===== config.mk =====
export PLATFORM = sky130hd
export DESIGN_NAME = ppf_mul
export DESIGN_NICKNAME = d
export VERILOG_FILES = /design/src/sv/ppf_pkg.sv /design/src/sv/ppf_mul.sv
export SDC_FILE = /design/constraint.sdc
export NUM_CORES = 2
export LEC_CHECK = 0
export BUFFER_PORTS_ARGS = -buffer_cell sky130_fd_sc_hd__buf_4
export CORE_AREA = 10 10 238 240
export CTS_CLUSTER_SIZE = 10
export DETAILED_ROUTE_END_ITERATION = 7
export DIE_AREA = 0 0 248 250
export PLACE_DENSITY = 0.89
export SYNTH_ARGS = -nofsm -noshare
export SYNTH_HDL_FRONTEND = slang
export SYNTH_SLANG_ARGS = --single-unit

===== constraint.sdc =====
create_clock -name i_clk -period 23.4 [get_ports i_clk]
set_clock_uncertainty 0.2 [all_clocks]
set_input_delay 2.34 -clock i_clk [delete_from_list [all_inputs] [get_ports i_clk]]
set_output_delay 2.34 -clock i_clk [all_outputs]
set_load 0.05 [all_outputs]

===== src/sv/ppf_pkg.sv =====
// shared constants, types and control structs of the particle engine
package ppf_pkg;

    // default number of particle slots
    localparam int NUM_PARTICLES_DEF = 4;

    // configuration register indexes
    localparam logic [1:0] CFG_ACTIVE_COUNT = 2'd0;
    localparam logic [1:0] CFG_WORLD_SIZE   = 2'd1;
    localparam logic [1:0] CFG_FORCE_GAIN   = 2'd2;
    localparam logic [1:0] CFG_MIN_DIST_SQ  = 2'd3;

    // configuration reset values
    localparam logic [2:0]  ACTIVE_COUNT_RST = 3'd3;
    localparam logic [9:0]  WORLD_SIZE_RST   = 10'd800;
    localparam logic [31:0] FORCE_GAIN_RST   = 32'd720575940;
    localparam logic [24:0] MIN_DIST_SQ_RST  = 25'd1048576;

    // request type codes
    localparam logic REQ_LOAD = 1'b0;
    localparam logic REQ_STEP = 1'b1;

    // fixed point: Q10.22 ports, Q24.40 internal
    localparam int POS_LSB = 18;
    localparam int POS_MSB = 49;
    localparam logic [63:0] MARGIN_Q40 = 64'd1099511628;
    localparam logic [62:0] SAT_MAG    = 63'h7FFF_FFFF_FFFF_FFFF;

    // divider widths
    localparam int DEN_W  = 59;
    localparam int QUOT_W = 64;

    typedef struct packed {
        logic        en;
        logic [31:0] a;
        logic [31:0] b;
    } t_mul_req;

    typedef struct packed {
        logic              start;
        logic [QUOT_W-1:0] num;
        logic [DEN_W-1:0]  den;
    } t_div_req;

    typedef struct packed {
        logic              busy;
        logic              done;
        logic [QUOT_W-1:0] quot;
    } t_div_rsp;

endpackage


===== src/sv/ppf_mul.sv =====
// shared 32x32 unsigned multiplier with registered product
module ppf_mul
    import ppf_pkg::*;
(
    input  logic        i_clk,
    input  t_mul_req    i_req,
    output logic [63:0] o_prod
);

    logic [63:0] r_prod;

    // product loads only when the sequencer issues an operation
    always_ff @(posedge i_clk) begin
        if (i_req.en) begin
            r_prod <= 64'(i_req.a) * 64'(i_req.b);
        end
    end

    assign o_prod = r_prod;

endmodule


# After elaboration in Yosys (flattened, before gate mapping)
# Cells that the tools add are included.
# op_classes
mul	1
# ops
cell	n
multiplier 32 x 32 -> 64 bit	1
# totals
register_bits	64
inputBits	66
out_inout_bits	64
wordCells	2

# Logic depth before layout (Yosys ltp)
# logic_depth
ltp_word	1
ltp_mapped	29
depth_no_buf	27

# Worst setup path after synthesis
# No wires, ideal clock.
# synth_timing
path_type	input-to-reg
from	input port i_req[57] (netlist bit)
to	register r_prod[62] (netlist: o_prod[62]) (data pin)
setup_time_ns	0.262
arrival_time_ns	8.957
required_ns	22.938
path_slack_ns	13.981
path_stages	25
n_path_buf	2
path_cell_list	clkbuf_1 -> nand2_1 -> fa_1 -> inv_1 -> fa_1 -> inv_1 -> fa_1 -> inv_1 -> fa_1 -> fa_1 -> fa_1 -> fa_1 -> inv_1 -> fa_1 -> inv_1 -> ha_1 -> buf_2 -> nand4_1 -> or4_1 -> or3_1 -> a31oi_1 -> a31o_2 -> a211oi_1 -> o21ai_1 -> xor2_1
# synth_between
elab_chain_cells	1
# synth_lines
item	line_no	source
start: declaration	ppf_mul.sv:6	input t_mul_req i_req,
multiplier 32 x 32 -> 64 bit	ppf_mul.sv:15	r_prod <= 64'(i_req.a) * 64'(i_req.b);
end signal: assignment	ppf_mul.sv:15	
end: declaration	ppf_mul.sv:10	logic [63:0] r_prod;
# Every way passes these cells.
# A chain may end at the register's enable or synchronous reset.

# Final worst setup path
# layout_timing
from	input port i_req[17] (netlist bit)
to	register r_prod[62] (netlist: o_prod[62]) (data pin)
# Same word-level chain as after synthesis.

==> results.md <==
- The tree is rooted in a clkbuf_16.
- The number of standard cells in the final layout excluding fillers is 4,362.
- The routed length on met1 is 30.8 mm.
- The finished cells cover 36,600 sq um.
- The routed design could run at a clock period as short as 10,180 ps.
- Setup slack on the critical path of the routed design comes to 13,220 ps.
- The layout-stage area growth over the synthesis result is 3.68%.
- Setup repair after global routing left no endpoint under its margin.
- The placed cell area is 36,300 sq um.
- Of the synthesized area, sequential elements account for 0.0544.
- The routed wire length on met3 is 9.88 mm.
- The count of buffers from port buffering is 129.
- Post-CTS timing repair inserted 0 buffers for setup.
- The number of max-slew violations in the final report is 0.
- Setup violations remaining at the end of the flow were counted as 0.
- The final routed wire length divided by cell count is 22.1 um.
- Yosys mapped a number of flops with a built-in enable equal to 64.
- The type of element launching the critical path is a primary input.
- Based on the critical path, the design can be clocked at up to 98.2 MHz.
- For this run, asynchronously set or reset flops after synthesis account for 0.
- STA classifies the critical path endpoint as a flop.
- The run finished with clean final reports.
- The routability-driven placement congestion ratio is 0.947.
- The number of gates resized after CTS is 0.
- The largest buffer count on any clock path is 2.
- The wire-length estimate of the detail-placed layout is 71.9 mm.
- The post-route clock period utilization is 0.435.
- After detailed routing, no signal wire sits above met5.
- The synthesized area is 35,300 sq um.
- The most frequent standard cell in the layout excluding fill and tap cells is fa_1.
- Along the worst path, the maximum fanout reaches 32.
- The floorplan die height is 250 um.
- In this run, placement finished with an instance count of 4,345.
- After detailed routing, the number of vias per cell comes to 6.00.
- The number of antenna-violating nets in the routed design is 0.
- The detailed router's first-iteration violation count is 2,080.
- The total area of multi-input combinational cells is 29,300 sq um.
- After floorplanning, the core was divided into 84 placement rows.
- Hold repair after CTS inserted 0 buffers.
- The cell count after synthesis is 3,748.
- The dominant synthesized flop cell is edfxtp_1.
- For this run the aggregate overflow at the end of global routing stands at 0.
- After clock tree synthesis, the clock-pin slew on the worst setup and hold paths is 60 ps.
- Among all stages on the critical path, the largest delay is contributed by ha_1.
- Across the run, the number of max-cap violations was 0.
- The length of the first detailed-routing pass in iterations is 6.
- The core box area is 52,000 sq um.
- The number of nets in the final layout is 4,893.
- The H-tree was split into 3 levels.
- A synthesized cell averages 9.42 sq um.
- The cell that appears most often on the critical path is fa_1.
- By startpoint and endpoint, the worst setup path is classified as primary input to flop.
- Adding up every negative setup slack in the final design gives 0 ps.
- The initial core utilization is 0.679.
- The initial antenna violation count is 1.
- The transition time of the tightest slew-check pin is 824 ps.
- For this block, the via count after detailed routing is 26,193.
- The count of buffer and inverter cells on the critical path is 5.
- The peak per-stage delay on the critical path is 580 ps.
- Wire segments on met2 add up to 47.7 mm in the final route.
- The library cells used most frequently in the layout, excluding fill and tap cells, are 896 x fa_1, 865 x inv_1, 602 x and2_1, 480 x nand2_1, 263 x ha_1.
- The number of nets handed over by synthesis was 4,973.
- Walking the worst path, the cells encountered are buf_4 > and2_1 > fa_1 > inv_1 > fa_1 > inv_1 > fa_1 > inv_1 > fa_1 > inv_1 > fa_1 > fa_1 > fa_1 > fa_1 > ha_1 > nand4_1 > or4_1 > or3_1 > a31oi_1 > a31o_2 > a211oi_1 > o21ai_1 > xor2_1.
- The I/O pin count is 130.
- Data arrives at the worst endpoint at 10,070 ps.
- The cell type group with the largest total delay on the critical path is adder cells.
- For this run, design rule violations remaining after detail routing come to 0.
- Buffers inserted during clock tree synthesis total 9.
- The number of global-route vias before repair is 29,552.
- The width of the die is 248 um.
- Entering global routing, the biggest net connects 65 pins.
- The layout cell share with drive strength beyond 1 is 0.0441.
- Measured against its own limit, the worst slew margin works out to 0.451.
- The flop and latch count out of synthesis is 64.
- The critical path data required time is 23,290 ps.
- The Yosys step of the flow raised 0 warnings.
- The register with the most flip-flops in the layout has 64 of them.
- The number of distinct library cells after synthesis is 57.
- The routed wire length is 96.3 mm.
- Fill cells in the final layout number 3,689.
- The area of the die is 62,000 sq um.
- The first global-routing pass estimated 155 mm of wire.
- The clock net in this run drives a total of 64 sinks.
- TritonCTS built the clock tree.
- The final number of hold-violating endpoints is 0.
- The path class of the tightest hold or removal check is primary input to flop.
- At the placement stage, the worst setup path has a slack of 13,070 ps.
- Across every metal layer, demand over resource in global routing totals 0.324.
- Registers take 1920 sq um.
[path summary, 6_finish.rpt]
check	startpoint	end	slack, ps	cells past startpoint
setup / recovery	i_req[17]	o_prod[62]	13220	23
hold / removal	i_req[64]	o_prod[53]	2390	1
[cell families after synthesis]
kind of cell | count (synthesis) | synth area share
adders and majority gates | 1159 | 0.601
and+or+nand+nor | 1177 | 0.173
AOI/OAI and AO/OA | 202 | 0.0408
xor gates and xnor gates | 60 | 0.0149
buffers and inverters | 1085 | 0.116
muxes | 1 | 0.000283
DFF | 64 | 0.0544
[stage by stage]
step           hold slack, ps  utilization
2_1_floorplan            2250            -
3_3_place_gp             2630        0.698
3_5_place_dp             2630        0.698
4_1_cts                  2400        0.704
5_1_grt                  2410        0.704
6_report                 2390        0.704
[area by class of cell]
type / count / share of cell area
multi-input combinational: 2599 / 0.801
clock buffer: 9 / 0.00615
sequential: 64 / 0.0525
clock inverter: 7 / 0.00212
tap: 688 / 0.0235
inverter: 865 / 0.0887
antenna: 1 / 0.0000683
timing repair buffer: 129 / 0.0264
[metal layers]
layer,up-vias,track usage
met3,522,0.0712
met4,2,0.210
met5,-,0
li1,10744,-
met1,13265,0.369
met2,1660,0.542
[synth_stat cells (7+ instances only)]
library cell / number / area share
fa_1: 896 / 0.51
inv_1: 865 / 0.092
and2_1: 602 / 0.11
nand2_1: 480 / 0.051
ha_1: 263 / 0.093
clkbuf_1: 213 / 0.023
edfxtp_1: 64 / 0.054
a21oi_1: 63 / 0.0089
a21o_1: 40 / 0.0085
xnor2_1: 35 / 0.0087
xor2_1: 25 / 0.0062
nand4_1: 23 / 0.0041
o21ai_0: 21 / 0.0030
nor2_1: 20 / 0.0021
and3_1: 14 / 0.0025
a31oi_1: 12 / 0.0021
nand3_1: 10 / 0.0014
o21bai_1: 10 / 0.0021
o21a_1: 9 / 0.0019
nor3_1: 7 / 0.00099
Power is not shown: default switching activity piles up to over one toggle a cycle in this logic, so the estimate is an artifact.
