<file path="config.mk">
export PLATFORM = sky130hd
export DESIGN_NAME = ppf_div
export DESIGN_NICKNAME = d
export VERILOG_FILES = /design/src/sv/ppf_pkg.sv /design/src/sv/ppf_div.sv
export SDC_FILE = /design/constraint.sdc
export NUM_CORES = 1
export LEC_CHECK = 0
export CORE_MARGIN = 5
export CORE_UTILIZATION = 50
export DETAILED_ROUTE_END_ITERATION = 8
export DONT_BUFFER_PORTS = 1
export GPL_TIMING_DRIVEN = 0
export HOLD_SLACK_MARGIN = 0.02
export PLACE_DENSITY = 0.66
export REMOVE_ABC_BUFFERS = 1
export SLEW_MARGIN = 40
export SYNTH_ARGS = -nofsm -noshare
export SYNTH_HDL_FRONTEND = slang
export SYNTH_SLANG_ARGS = --single-unit
</file>
<file path="constraint.sdc">
create_clock -name i_clk -period 3 [get_ports i_clk]
set_input_delay 0.6 -clock i_clk [delete_from_list [all_inputs] [get_ports i_clk]]
set_output_delay 0.6 -clock i_clk [all_outputs]
set_load 0.005 [all_outputs]
</file>
<file path="src/sv/ppf_pkg.sv">
// shared constants, types and control structs of the particle engine
package ppf_pkg;

    // default number of particle slots
    localparam int NUM_PARTICLES_DEF = 4;

    // configuration register indexes
    localparam logic [1:0] CFG_ACTIVE_COUNT = 2'd0;
    localparam logic [1:0] CFG_WORLD_SIZE   = 2'd1;
    localparam logic [1:0] CFG_FORCE_GAIN   = 2'd2;
    localparam logic [1:0] CFG_MIN_DIST_SQ  = 2'd3;

    // configuration reset values
    localparam logic [2:0]  ACTIVE_COUNT_RST = 3'd3;
    localparam logic [9:0]  WORLD_SIZE_RST   = 10'd800;
    localparam logic [31:0] FORCE_GAIN_RST   = 32'd720575940;
    localparam logic [24:0] MIN_DIST_SQ_RST  = 25'd1048576;

    // request type codes
    localparam logic REQ_LOAD = 1'b0;
    localparam logic REQ_STEP = 1'b1;

    // fixed point: Q10.22 ports, Q24.40 internal
    localparam int POS_LSB = 18;
    localparam int POS_MSB = 49;
    localparam logic [63:0] MARGIN_Q40 = 64'd1099511628;
    localparam logic [62:0] SAT_MAG    = 63'h7FFF_FFFF_FFFF_FFFF;

    // divider widths
    localparam int DEN_W  = 59;
    localparam int QUOT_W = 64;

    typedef struct packed {
        logic        en;
        logic [31:0] a;
        logic [31:0] b;
    } t_mul_req;

    typedef struct packed {
        logic              start;
        logic [QUOT_W-1:0] num;
        logic [DEN_W-1:0]  den;
    } t_div_req;

    typedef struct packed {
        logic              busy;
        logic              done;
        logic [QUOT_W-1:0] quot;
    } t_div_rsp;

endpackage

</file>
<file path="src/sv/ppf_div.sv">
// iterative restoring divider, one quotient bit per cycle
module ppf_div
    import ppf_pkg::*;
(
    input  logic     i_clk,
    input  logic     i_rst_n,
    input  t_div_req i_req,
    output t_div_rsp o_rsp
);

    localparam int CNT_W = $clog2(QUOT_W + 1);

    logic              r_busy;
    logic              r_done;
    logic [CNT_W-1:0]  r_cnt;
    logic [QUOT_W-1:0] r_quot;
    logic [DEN_W:0]    r_rem;
    logic [DEN_W-1:0]  r_den;
    logic [DEN_W:0]    n_shift;
    logic              n_ge;
    logic [DEN_W:0]    n_rem;

    // shift in the next numerator bit and try a subtract
    always_comb begin
        n_shift = {r_rem[DEN_W-1:0], r_quot[QUOT_W-1]};
        n_ge    = (n_shift >= {1'b0, r_den});
        n_rem   = n_ge ? (n_shift - {1'b0, r_den}) : n_shift;
    end

    // control
    always_ff @(posedge i_clk) begin
        if (!i_rst_n) begin
            r_busy <= 1'b0;
            r_done <= 1'b0;
            r_cnt  <= '0;
        end else if (i_req.start) begin
            r_busy <= 1'b1;
            r_done <= 1'b0;
            r_cnt  <= CNT_W'(QUOT_W);
        end else if (r_busy) begin
            r_cnt <= r_cnt - CNT_W'(1);
            if (r_cnt == CNT_W'(1)) begin
                r_busy <= 1'b0;
                r_done <= 1'b1;
            end
        end else begin
            r_done <= 1'b0;
        end
    end

    // datapath
    always_ff @(posedge i_clk) begin
        if (i_req.start) begin
            r_quot <= i_req.num;
            r_rem  <= '0;
            r_den  <= i_req.den;
        end else if (r_busy) begin
            r_quot <= {r_quot[QUOT_W-2:0], n_ge};
            r_rem  <= n_rem;
        end
    end

    assign o_rsp.busy = r_busy;
    assign o_rsp.done = r_done;
    assign o_rsp.quot = r_quot;

endmodule

</file>
== Word level (Yosys, flattened, before mapping) ==
Cells that the tools add are included.

* Word-level logic and storage cells: 24
* Input port bits: 126
* Flip-flop bits (word level): 191
* Output and inout bits: 66

* Reduce and logical (&&, ||, !) cells: 3
* Equal/unequal tests: 1
* $lt $le $gt $ge: 1
* Muxes and demuxes: 8
* Add/subtract/negate cells: 2
* Bitwise gates (word level): 2

{| class="wikitable"
|+ Operator list
! cell !! count
|-
| two-way mux 64 bit || 2
|-
| greater-or-equal comparator 60 x 59 -> 1 bit || 1
|-
| two-way mux 59 bit || 1
|-
| subtractor 59 bit || 1
|-
| two-way mux 7 bit || 2
|-
| equality test 7 x 1 -> 1 bit (second input constant) || 1
|-
| subtractor 7 x 1 -> 7 bit (second input constant) || 1
|-
| two-way mux 1 bit || 3
|-
| OR reduction 3 bit || 1
|-
| inverter 1 bit || 2
|-
| nonzero test 2 bit || 1
|-
| OR reduction 2 bit || 1
|}

== Depth between registers and ports, before layout ==
Gate-level depths: netlist of run 1.

* Depth after elaboration: 4
* Gate-level depth with buffers: 15
* Depth with buffers taken out: 13

== Worst setup path before layout of run 1 ==
Ideal clock, no wire load.

* Kind: flip-flop to flip-flop
* Start point: reg r_quot[63]
* End point: reg r_rem[9]
* Arrival: 3081 ps
* Required time: 2867 ps
* Clock period less this slack: 3214 ps
* Cell stages (with the launch flop): 15
* Slack: -214 ps
* Path through: edfxtp_1 inv_1 ha_1 fa_1 nand2b_1 a21oi_1 o2111ai_1 o21ai_2 o21ai_1 a2111oi_2 nor3_4 buf_4 buf_4 a211oi_1 nor3_1

* Word-level cells in the longest chain between the ends: 2

{| class="wikitable"
|+ Ends and longest elaborated chain
! element !! line !! RTL
|-
| start: declaration || ppf_div.sv:16 || <nowiki>logic [QUOT_W-1:0] r_quot;</nowiki>
|-
| start signal: assignment || ppf_div.sv:54 || <nowiki>r_quot <= i_req.num;</nowiki>
|-
| start signal: assignment || ppf_div.sv:58 || <nowiki>r_quot <= {r_quot[QUOT_W-2:0], n_ge};</nowiki>
|-
| subtractor 59 bit or greater-or-equal comparator 60 x 59 -> 1 bit (tied branches) || ppf_div.sv:27, ppf_div.sv:26 ||
|-
| two-way mux 59 bit (*) || ppf_div.sv:27 || <nowiki>n_rem = n_ge ? (n_shift - {1'b0, r_den}) : n_shift;</nowiki>
|-
| end signal: assignment || ppf_div.sv:59 || <nowiki>r_rem <= n_rem;</nowiki>
|-
| end: declaration || ppf_div.sv:17 || <nowiki>logic [DEN_W:0] r_rem;</nowiki>
|}

Every way passes the cells marked *; elsewhere a longest branch is shown, timed or not.
A chain may end at the register's enable or synchronous reset.

== Final worst setup path of run 1 ==
* Start point: reg r_quot[63]
* End point: reg r_rem[6]

The elaborated chain is that of the path after synthesis.

==> results.cfg, run 1 <==
[drt]
first_pass_iters = 7
ant_nets = 0
drt_iter0_drc = 420
wl_per_cell_um = 18.94
vias = 8248
vias_per_cell = 5.813
wl_um = 26880
drc = 0

[die]
die_h_um = 158.6
core-area_sq_um = 21760
rows = 54
die_area_sq_um = 25160
io_pins = 192
initial_core_util_pct = 50.76
fp.dieW_um = 158.6

[sta]
skew_ps = 14.69
finalSetupViolations = 60
drv_slew = 0
timing.final.crit_share_pct = 109.2
worst_pin_slew_ps = 754.6
rsz0062_at_grt = true
final.setup.worst_slack_ps = -276.2
clock.fmax_mhz = 305.2
max_slew_margin_pct = 49.64
hold_viol_final = 0
setup_tns_ps = -9975
period_needed_ps = 3276

[cells_and_area]
design_area_sq_um = 13000
final_cells = 1419
multi_input_area_sq_um = 6146
areaGrowthSynthToFinish_pct = 17.75
utilization_pct = 59.77
regArea_sq_um = 5059
antennaDiodeCount = 0
fill_cells = 1835
final_nets = 1314
drive_gt1_share_pct = 23.53

[flow_run]
cap_viol_max_count = 0

[power]
leakage_nw = 5.096
vdd_ir_drop_max_uv = 357.1
powerDensity_nw_per_um2 = 579.9
total_power_mw = 7.540

[global_route]
grt_pass1_vias = 8429
grt_pass1_wl_um = 43210
grt_usage_pct = 21.44
grt_max_degree = 187
overflow = 0
antenna_found_initial = 1

[clock_tree]
clock_sinks = 191
ctsHtreeMaxLevel = 4
cts-root-buf = clkbuf_16
worstSkewPairLatency_ps = 440
numCtsBuffers = 17
cts_tree = done
clk_path_buf_depth = 2
path_clk_slew_ps = 80

[status]
outcome = finished, violations left
violations = negative setup slack

[placed_design]
placed_cells = 1351
postPlaceCellArea_sq_um = 11310
portBuffers = 0
dp_hpwl_um = 18800
gp_congestion = 0.8533

[setup_path]
worstPathRequired_ps = 3310
critPathKind = reg -> reg
crit_fanout = 7
start_kind = flop
end_kind = flop
worstPathArrival_ps = 3590

[yosys]
netlist_area_sq_um = 11040
synth_edf_count = 123
synthDistinctLibCells = 63
syn_inst = 1114
yosysSeqAreaShare_pct = 45.77
synthArstFlopShare_pct = 0
syn_area_per_cell_sq_um = 9.913
synthFlopType = edfxtp_1
ys_ff_latch = 191
ys_warn_count = 0

[min_path]
min_path_type = in -> reg
[cell usage after synthesis, drive strengths merged (11+ instances only)]
| library cell | n | area share (%) |
|---|---|---|
| nor3 | 13 | 0.69 |
| o21ai | 47 | 2.2 |
| nand2 | 63 | 2.1 |
| inv | 79 | 2.7 |
| mux2i | 20 | 1.8 |
| buf | 14 | 0.85 |
| edfxtp | 123 | 33 |
| a21oi | 111 | 5.0 |
| dfxtp | 68 | 12 |
| nand3 | 12 | 0.54 |
| o21bai | 13 | 0.88 |
| a211oi | 53 | 3.6 |
| a31oi | 11 | 0.62 |
| ha | 61 | 6.9 |
| nor2 | 133 | 4.5 |
| xor2 | 26 | 2.1 |
| mux2 | 68 | 6.9 |
| clkbuf | 39 | 1.3 |
| xnor2 | 34 | 2.7 |
| a21o | 20 | 1.4 |
[area by class of cell]
type                            instances  area share [%]
Inverter                               79           2.300
Multi-Input combinational cell        791           47.26
Clock inverter                         15           1.453
Tap cell                              280           2.694
Clock buffer                           17           3.271
Timing Repair Buffer                   46           4.118
Sequential cell                       191           38.90
[cells in the final DEF (no fill, tap or decap), types with 6 or more instances in the layout]
cell       instances
mux2i_1           20
inv_1             76
and3_1             8
nand4_1           10
a21oi_1           84
buf_4             27
a21oi_2           22
nor2_2            13
edfxtp_1         123
ha_4               6
xor2_1            26
nor3_1            10
ha_1              49
nand2b_1           7
clkbuf_16         17
o21ai_2            6
o21ai_0           36
a211oi_1          34
ha_2               6
clkinv_8           6
buf_6              6
nor2_1           106
a31oi_1            9
nor2_4            14
buf_12             8
nand3_1           11
nand2_1           62
nor2b_1            7
dfxtp_1           67
xnor2_1           34
o21a_1             7
a211oi_2          19
a21o_1            20
o21bai_1          13
a41oi_1            6
mux2_2            67
[metrics by stage]
stage               hold slack, ps  setup WS (ps)
finish                       253.5         -276.2
global route                 218.0         -402.8
CTS                          232.7         -275.2
detailed placement           476.6          -1122
global placement             469.0          -3015
floorplan                    452.6          -1607
[metal layers]
layer  vias to the layer above  part of all wire [%]  GRT usage, %  routed length (um)
met1                      3906                    42         26.47               11380
met4                         2                   1.6         5.199                 436
met3                        30                   7.8         7.937                2104
met5                         -                 0.048             0                  13
met2                       244                    48         35.81               12950
li1                       4066                     -             -                   -
[worst max-delay path, stage by stage, from the launching register on]
cell and delay (ps):
edfxtp_1 480, inv_2 80, ha_4 170, fa_2 350, nand2b_4 170, a21oi_4 140, o2111ai_2 180, o21ai_2 200
o21ai_2 110, a2111oi_4 430, nor3_4 90, buf_8 150, buf_12 130, buf_12 130, buf_4 150, a21oi_2 120
a211oi_1 70
[path summary, 6_finish.rpt]
check | from | endpoint | slack, ps | cells past startpoint
worst min register to register | r_rem[56] | r_rem[56] | 510 | 2
worst max register to register | r_quot[63] | r_rem[6] | -280 | 16
worst min-delay path | i_req[42] | r_den[42] | 250 | 0
worst max-delay path | r_quot[63] | r_rem[6] | -280 | 16
[kinds of logic after synthesis]
family                   synth area share (%)
AO/OA/AOI/OAI                           17.39
adder cells (fa/ha/maj)                 7.093
buffers and inverters                   4.861
multiplexers                            8.747
flip-flops                              45.77
XOR/XNOR                                4.759
AND/OR/NAND/NOR                         11.38
[sequential cells by signal, indices dropped and copies added, names as in the netlist]
register	cells
r_quot	64
r_done	1
r_cnt	7
r_busy	1
r_rem	59
r_den	59
[where the power goes]
part,internal [mW],switching [mW]
Clock,1.14,1.18
Combinational,0.884,1.09
Sequential,3.07,0.181
Total,5.09,2.45
[what timing repair did]
| item | in CTS | in global routing |
|---|---|---|
| pin swaps | 71 | 32 |
| setup endpoints to repair | 60 | 60 |
| setup buffers | 24 | 9 |
| cloned | 4 | 0 |
| gates resized for setup | 112 | 59 |
| hold buffers | 0 | 0 |
| endpoints found under the hold margin | 0 | 0 |
No activity file was read; power rests on OpenSTA's default activity.
==> run 2, diff against run 1 <==
--- a/config.mk
+++ b/config.mk
@@ -13,6 +13,7 @@
 export HOLD_SLACK_MARGIN = 0.02
 export PLACE_DENSITY = 0.66
 export REMOVE_ABC_BUFFERS = 1
+export SETUP_SLACK_MARGIN = 0.4
 export SLEW_MARGIN = 40
 export SYNTH_ARGS = -nofsm -noshare
 export SYNTH_HDL_FRONTEND = slang
==> run 2 against run 1 <==
Register-to-register slack about the same. Clock-buffer cell count unchanged. The flow still finishes with violations (negative setup slack). Sequential power about the same. Worst setup slack about the same. Largest power group unchanged. Largest cell class unchanged. Maximum frequency about the same. Worst hold slack worse by 2.1 ps. Critical endpoint unchanged.
==> results.cfg, run 2 (synthesized netlist as in run 1, its figures left out) <==
[setup_path]
r2r_slack_ps = -280
cp_slowest_stage_delay_ps = 480
worst_path_max_delay_cell = edfxtp_1
crit_fanout = 7
worstPathArrival_ps = 3590
start_kind = flop
end_kind = flop
r2r_cells = 16
cp_top_family = compound AO/OA/AOI/OAI gates
path_cells = inv_2 > ha_4 > fa_2 > nand2b_4 > a21oi_4 > o2111ai_2 > o21ai_2 > o21ai_2 > a2111oi_4 > nor3_4 > buf_8 > buf_12 > buf_12 > buf_4 > a21oi_2 > a211oi_1
critPathKind = reg -> reg
timing.rr.end = r_rem[6]
worstPathRequired_ps = 3310
cp_num_buf_inv = 5
rr_startpoint = r_quot[63]

[cells_and_area]
reg_top3 = r_quot x64, r_den x59, r_rem x59
areaGrowthSynthToFinish_pct = 18.09
antennaDiodeCount = 0
final_nets = 1315
drive_gt1_share_pct = 23.60
largest_reg_flops = 64
largest_register = r_quot
final_common_cell = edfxtp_1
layout_common_cells = edfxtp_1 (123), nor2_1 (106), a21oi_1 (84)

[placed_design]
dp_hpwl_um = 18800
portBuffers = 0
gp_congestion = 0.8533

[sta]
drv_slew = 0
final.setup.worst_slack_ps = -276.0
rsz0062_at_grt = true
hold_slack_ps = 251.3
skew_ps = 13.24
period_needed_ps = 3276
timing.final.crit_share_pct = 109.2
hold_viol_final = 0
setup_tns_ps = -10150
max_slew_margin_pct = 49.76
finalSetupViolations = 60
clock.fmax_mhz = 305.3
worst_pin_slew_ps = 752.8

[drt]
wl_met1_um = 11340
drt_iter0_drc = 484
wl_per_cell_um = 18.98
wl_um = 26960
first_pass_iters = 5
vias = 8282
drc = 0
ant_nets = 0
wl_met2_um = 13020
vias_per_cell = 5.832
dr.max_layer_used = met5
wl_met3_um = 2145

[die]
die_h_um = 158.6
rows = 54
die_area_sq_um = 25160
initial_core_util_pct = 50.76
fp.dieW_um = 158.6
core-area_sq_um = 21760
io_pins = 192

[flow_run]
cap_viol_max_count = 0

[power]
power_frac_seq_pct = 43.0
combPwrFrac_pct = 26.3
clockPowerShare_pct = 30.8
powerDensity_nw_per_um2 = 580.0
p_sw_mw = 2.460
swShare_pct = 32.52
internal_power_mw = 5.104
vdd_ir_drop_max_uv = 357.8
leakage_nw = 5.111

[global_route]
grt_usage_pct = 21.44
overflow = 0
grt_pass1_vias = 8429
grt_max_degree = 187
grt_pass1_wl_um = 43210
antenna_found_initial = 1

[clock_tree]
clk_path_buf_depth = 2
path_clk_slew_ps = 80
cts_hold_buf = 0
cts_tree = done
cts-root-buf = clkbuf_16
clock_sinks = 191
ctsHtreeMaxLevel = 4
numCtsBuffers = 17
worstSkewPairLatency_ps = 440

[min_path]
min_path_type = in -> reg
min_to = r_den[42]
min-delay-start = i_req[42]
whs_path_depth = 0

[status]
outcome = finished, violations left
violations = negative setup slack
## run 2: changes by cell type in the layout (fill, tap and decap cells not counted), sizes merged
cell / change
buf: +1
## run 2: how the worst max path moves through the flow
stage	start	depth (start not counted)	slack [ps]	endpoint
2_1_floorplan	r_den[47]	12	-1610	r_rem[11]
3_3_place_gp	r_den[17]	10	-3010	r_rem[53]
3_5_place_dp	r_quot[63]	16	-1120	r_rem[44]
4_1_cts	r_quot[63]	15	-280	r_rem[11]
5_1_grt	r_quot[63]	16	-400	r_rem[7]
6_report	r_quot[63]	16	-280	r_rem[6]
## run 2: power groups by stage
stage	combinational [mW]	clock, mW	sequential (mW)
finish	1.99	2.33	3.25
CTS	1.84	2.37	3.25
global placement	1.49	0	3.33
global route	2.19	2.49	3.28
floorplan	1.22	0	3.25
detailed placement	1.56	0	3.29
## run 2: metal layers
layer | global-route usage, % | up-vias
met2 | 35.81 | 258
met5 | 0 | -
met4 | 5.199 | 2
li1 | - | 4065
met1 | 26.47 | 3927
met3 | 7.937 | 30
## run 2: cell type report
class | count | area (sq um)
clock buffer | 17 | 425.4
clock inverter | 15 | 188.9
fill | 1828 | 8715
inverter | 79 | 299.0
multi-input combinational | 791 | 6161
sequential | 191 | 5059
tap | 280 | 350.3
timing repair buffer | 47 | 558.0
## run 2: metrics by stage
stage	util, %	std cells	instance area (sq um)	total power [mW]	setup WS (ps)
after floorplan	-	1061	10800	4.477	-1607
after global placement	51.27	1341	11150	4.815	-3015
after detailed placement	51.99	1351	11310	4.859	-1122
after CTS	58.39	1411	12700	7.466	-275.2
after global routing	59.94	1420	13040	7.958	-402.8
final	59.94	1420	13040	7.564	-276.0
## run 2: what timing repair did
action,in CTS,in global routing
resized for setup,112,60
pin swaps,71,32
setup endpoints to repair,60,60
gates cloned,4,0
buffers inserted,24,9
==> run 3, diff against run 2 <==
--- a/config.mk
+++ b/config.mk
@@ -5,6 +5,7 @@
 export SDC_FILE = /design/constraint.sdc
 export NUM_CORES = 1
 export LEC_CHECK = 0
+export CORE_ASPECT_RATIO = 2
 export CORE_MARGIN = 5
 export CORE_UTILIZATION = 50
 export DETAILED_ROUTE_END_ITERATION = 8
==> run 3 against run 2 <==
The flow still finishes with violations (negative setup slack). Largest cell class unchanged. Clock-buffer cell count is 3 higher. Critical path depth stayed put. Sequential power hardly changed.
==> results.cfg, run 3 (synthesized netlist as in run 1, its figures left out) <==
[status]
outcome = finished, violations left
violations = negative setup slack

[clock_tree]
worstSkewPairLatency_ps = 450
cts-root-buf = clkbuf_16
path_clk_slew_ps = 70
clock_sinks = 191
cts_tree = done
clk_path_buf_depth = 2
numCtsBuffers = 17
ctsHtreeMaxLevel = 4

[placed_design]
portBuffers = 0
postPlaceCellArea_sq_um = 11300
gp_congestion = 0.9685
placed_cells = 1348
dp_hpwl_um = 19410

[die]
initial_core_util_pct = 50.27
fp.dieW_um = 115.1
core-area_sq_um = 21970
die_area_sq_um = 25340
rows = 77
die_h_um = 220.2
io_pins = 192

[setup_path]
worstPathRequired_ps = 3340
rr_startpoint = r_quot[63]
critPathKind = reg -> reg
crit_fanout = 8
end_kind = flop
startpoint = r_quot[63]
worstPathArrival_ps = 3660
start_kind = flop

[power]
power_frac_seq_pct = 44.3
total_power_mw = 7.315
combPwrFrac_pct = 26.1
vdd_ir_drop_max_uv = 467.9
clockPowerShare_pct = 29.6
powerDensity_nw_per_um2 = 575.9
internal_power_mw = 5.040
leakage_nw = 4.940
swShare_pct = 31.10
p_sw_mw = 2.275

[cells_and_area]
areaGrowthSynthToFinish_pct = 15.01
final_nets = 1302
final_cells = 1403
final_common_cell = edfxtp_1
largest_register = r_quot
drive_gt1_share_pct = 21.56
design_area_sq_um = 12700
largest_reg_flops = 64
layout_common_cells = edfxtp_1 (123), nor2_1 (112), a21oi_1 (85)
utilization_pct = 57.82
antennaDiodeCount = 0
reg_top3 = r_quot x64, r_den x59, r_rem x59

[sta]
timing.final.crit_share_pct = 110.5
clock.fmax_mhz = 301.7
finalSetupViolations = 56
max_slew_margin_pct = 49.32
hold_viol_final = 0
drv_slew = 0
rsz0062_at_grt = true
final.setup.worst_slack_ps = -314.7
period_needed_ps = 3315
worst_pin_slew_ps = 759.3
skew_ps = 9.959

[drt]
wl_per_cell_um = 19.29
drc = 0
first_pass_iters = 4
vias_per_cell = 5.907
ant_nets = 0
drt_iter0_drc = 384
vias = 8287
wl_um = 27070

[min_path]
min-delay-start = i_req[52]
min_path_type = in -> reg

[global_route]
grt_max_degree = 187
grt_pass1_vias = 8669
grt_pass1_wl_um = 43330
overflow = 0
grt_usage_pct = 21.65
antenna_found_initial = 0

[flow_run]
cap_viol_max_count = 0
==> run 3: cell count changes in the layout (fill, tap and decap cells not counted), moves of 5 or more <==
cell / before / now
a211oi_1: 34 / 42
a211oi_2: 19 / 11
nor2_4: 14 / 7
nor2_1: 106 / 112
clkinv_8: 6 / 0
a21oi_4: 7 / 2
buf_4: 27 / 19
==> run 3: worst paths after layout <==
path	to	slack [ps]	depth (start not counted)
worst min-delay path	r_den[52]	240	0
worst max-delay path	r_rem[13]	-310	16
worst max register to register	r_rem[13]	-310	16
worst min register to register	r_cnt[1]	500	2
==> run 3: routing by layer <==
| layer | routed length, um | global-route usage [%] | vias up | part of all wire, % |
|---|---|---|---|---|
| li1 | - | - | 4043 | - |
| met1 | 9354 | 21.59 | 3918 | 35 |
| met2 | 14960 | 40.02 | 262 | 55 |
| met3 | 1667 | 6.596 | 64 | 6.2 |
| met4 | 1086 | 10.30 | 0 | 4.0 |
| met5 | 0 | 0 | - | 0 |
==> run 3: cell type report <==
type | count | area, sq um
Clock buffer | 20 | 460.4
Clock inverter | 12 | 95.09
Fill cell | 1901 | 9265
Inverter | 79 | 299.0
Multi-Input combinational cell | 791 | 6028
Sequential cell | 191 | 5059
Tap cell | 276 | 345.3
Timing Repair Buffer | 34 | 414.1
==> run 3: through the flow <==
step | TNS [ps] | hold slack [ps] | worst slack, ps
after global routing | -25120 | 209.1 | -536.5
after CTS | -12640 | 215.7 | -326.0
after detailed placement | -57350 | 487.0 | -1240
final | -11880 | 239.4 | -314.7
after global placement | -369790 | 484.3 | -3115
after floorplan | -160810 | 452.6 | -1607
==> run 3: power by group through the flow <==
stage | clock (mW) | sequential [mW] | combinational [mW]
detailed placement | 0 | 3.29 | 1.58
finish | 2.16 | 3.24 | 1.91
global placement | 0 | 3.32 | 1.51
floorplan | 0 | 3.25 | 1.22
CTS | 2.23 | 3.24 | 1.79
global route | 2.33 | 3.27 | 2.10
==> run 3: repair_timing <==
action                                  in CTS  in global routing
hold buffers                                 0                  0
gates cloned                                 1                  0
endpoints found under the setup margin      60                 60
gates resized for setup                     95                 56
setup buffers                               17                  5
pin swaps                                   59                 30
==> run 3: critical path: stages (launching register included) <==
cell	delay, ps
edfxtp_1	430
inv_1	70
ha_2	200
fa_2	350
nand2b_4	170
a21oi_4	170
o2111ai_4	170
o21ai_4	190
o21ai_2	100
a2111oi_4	450
nor3_4	70
buf_6	150
buf_12	130
buf_12	130
mux2_2	260
mux2i_1	140
nor2_1	50
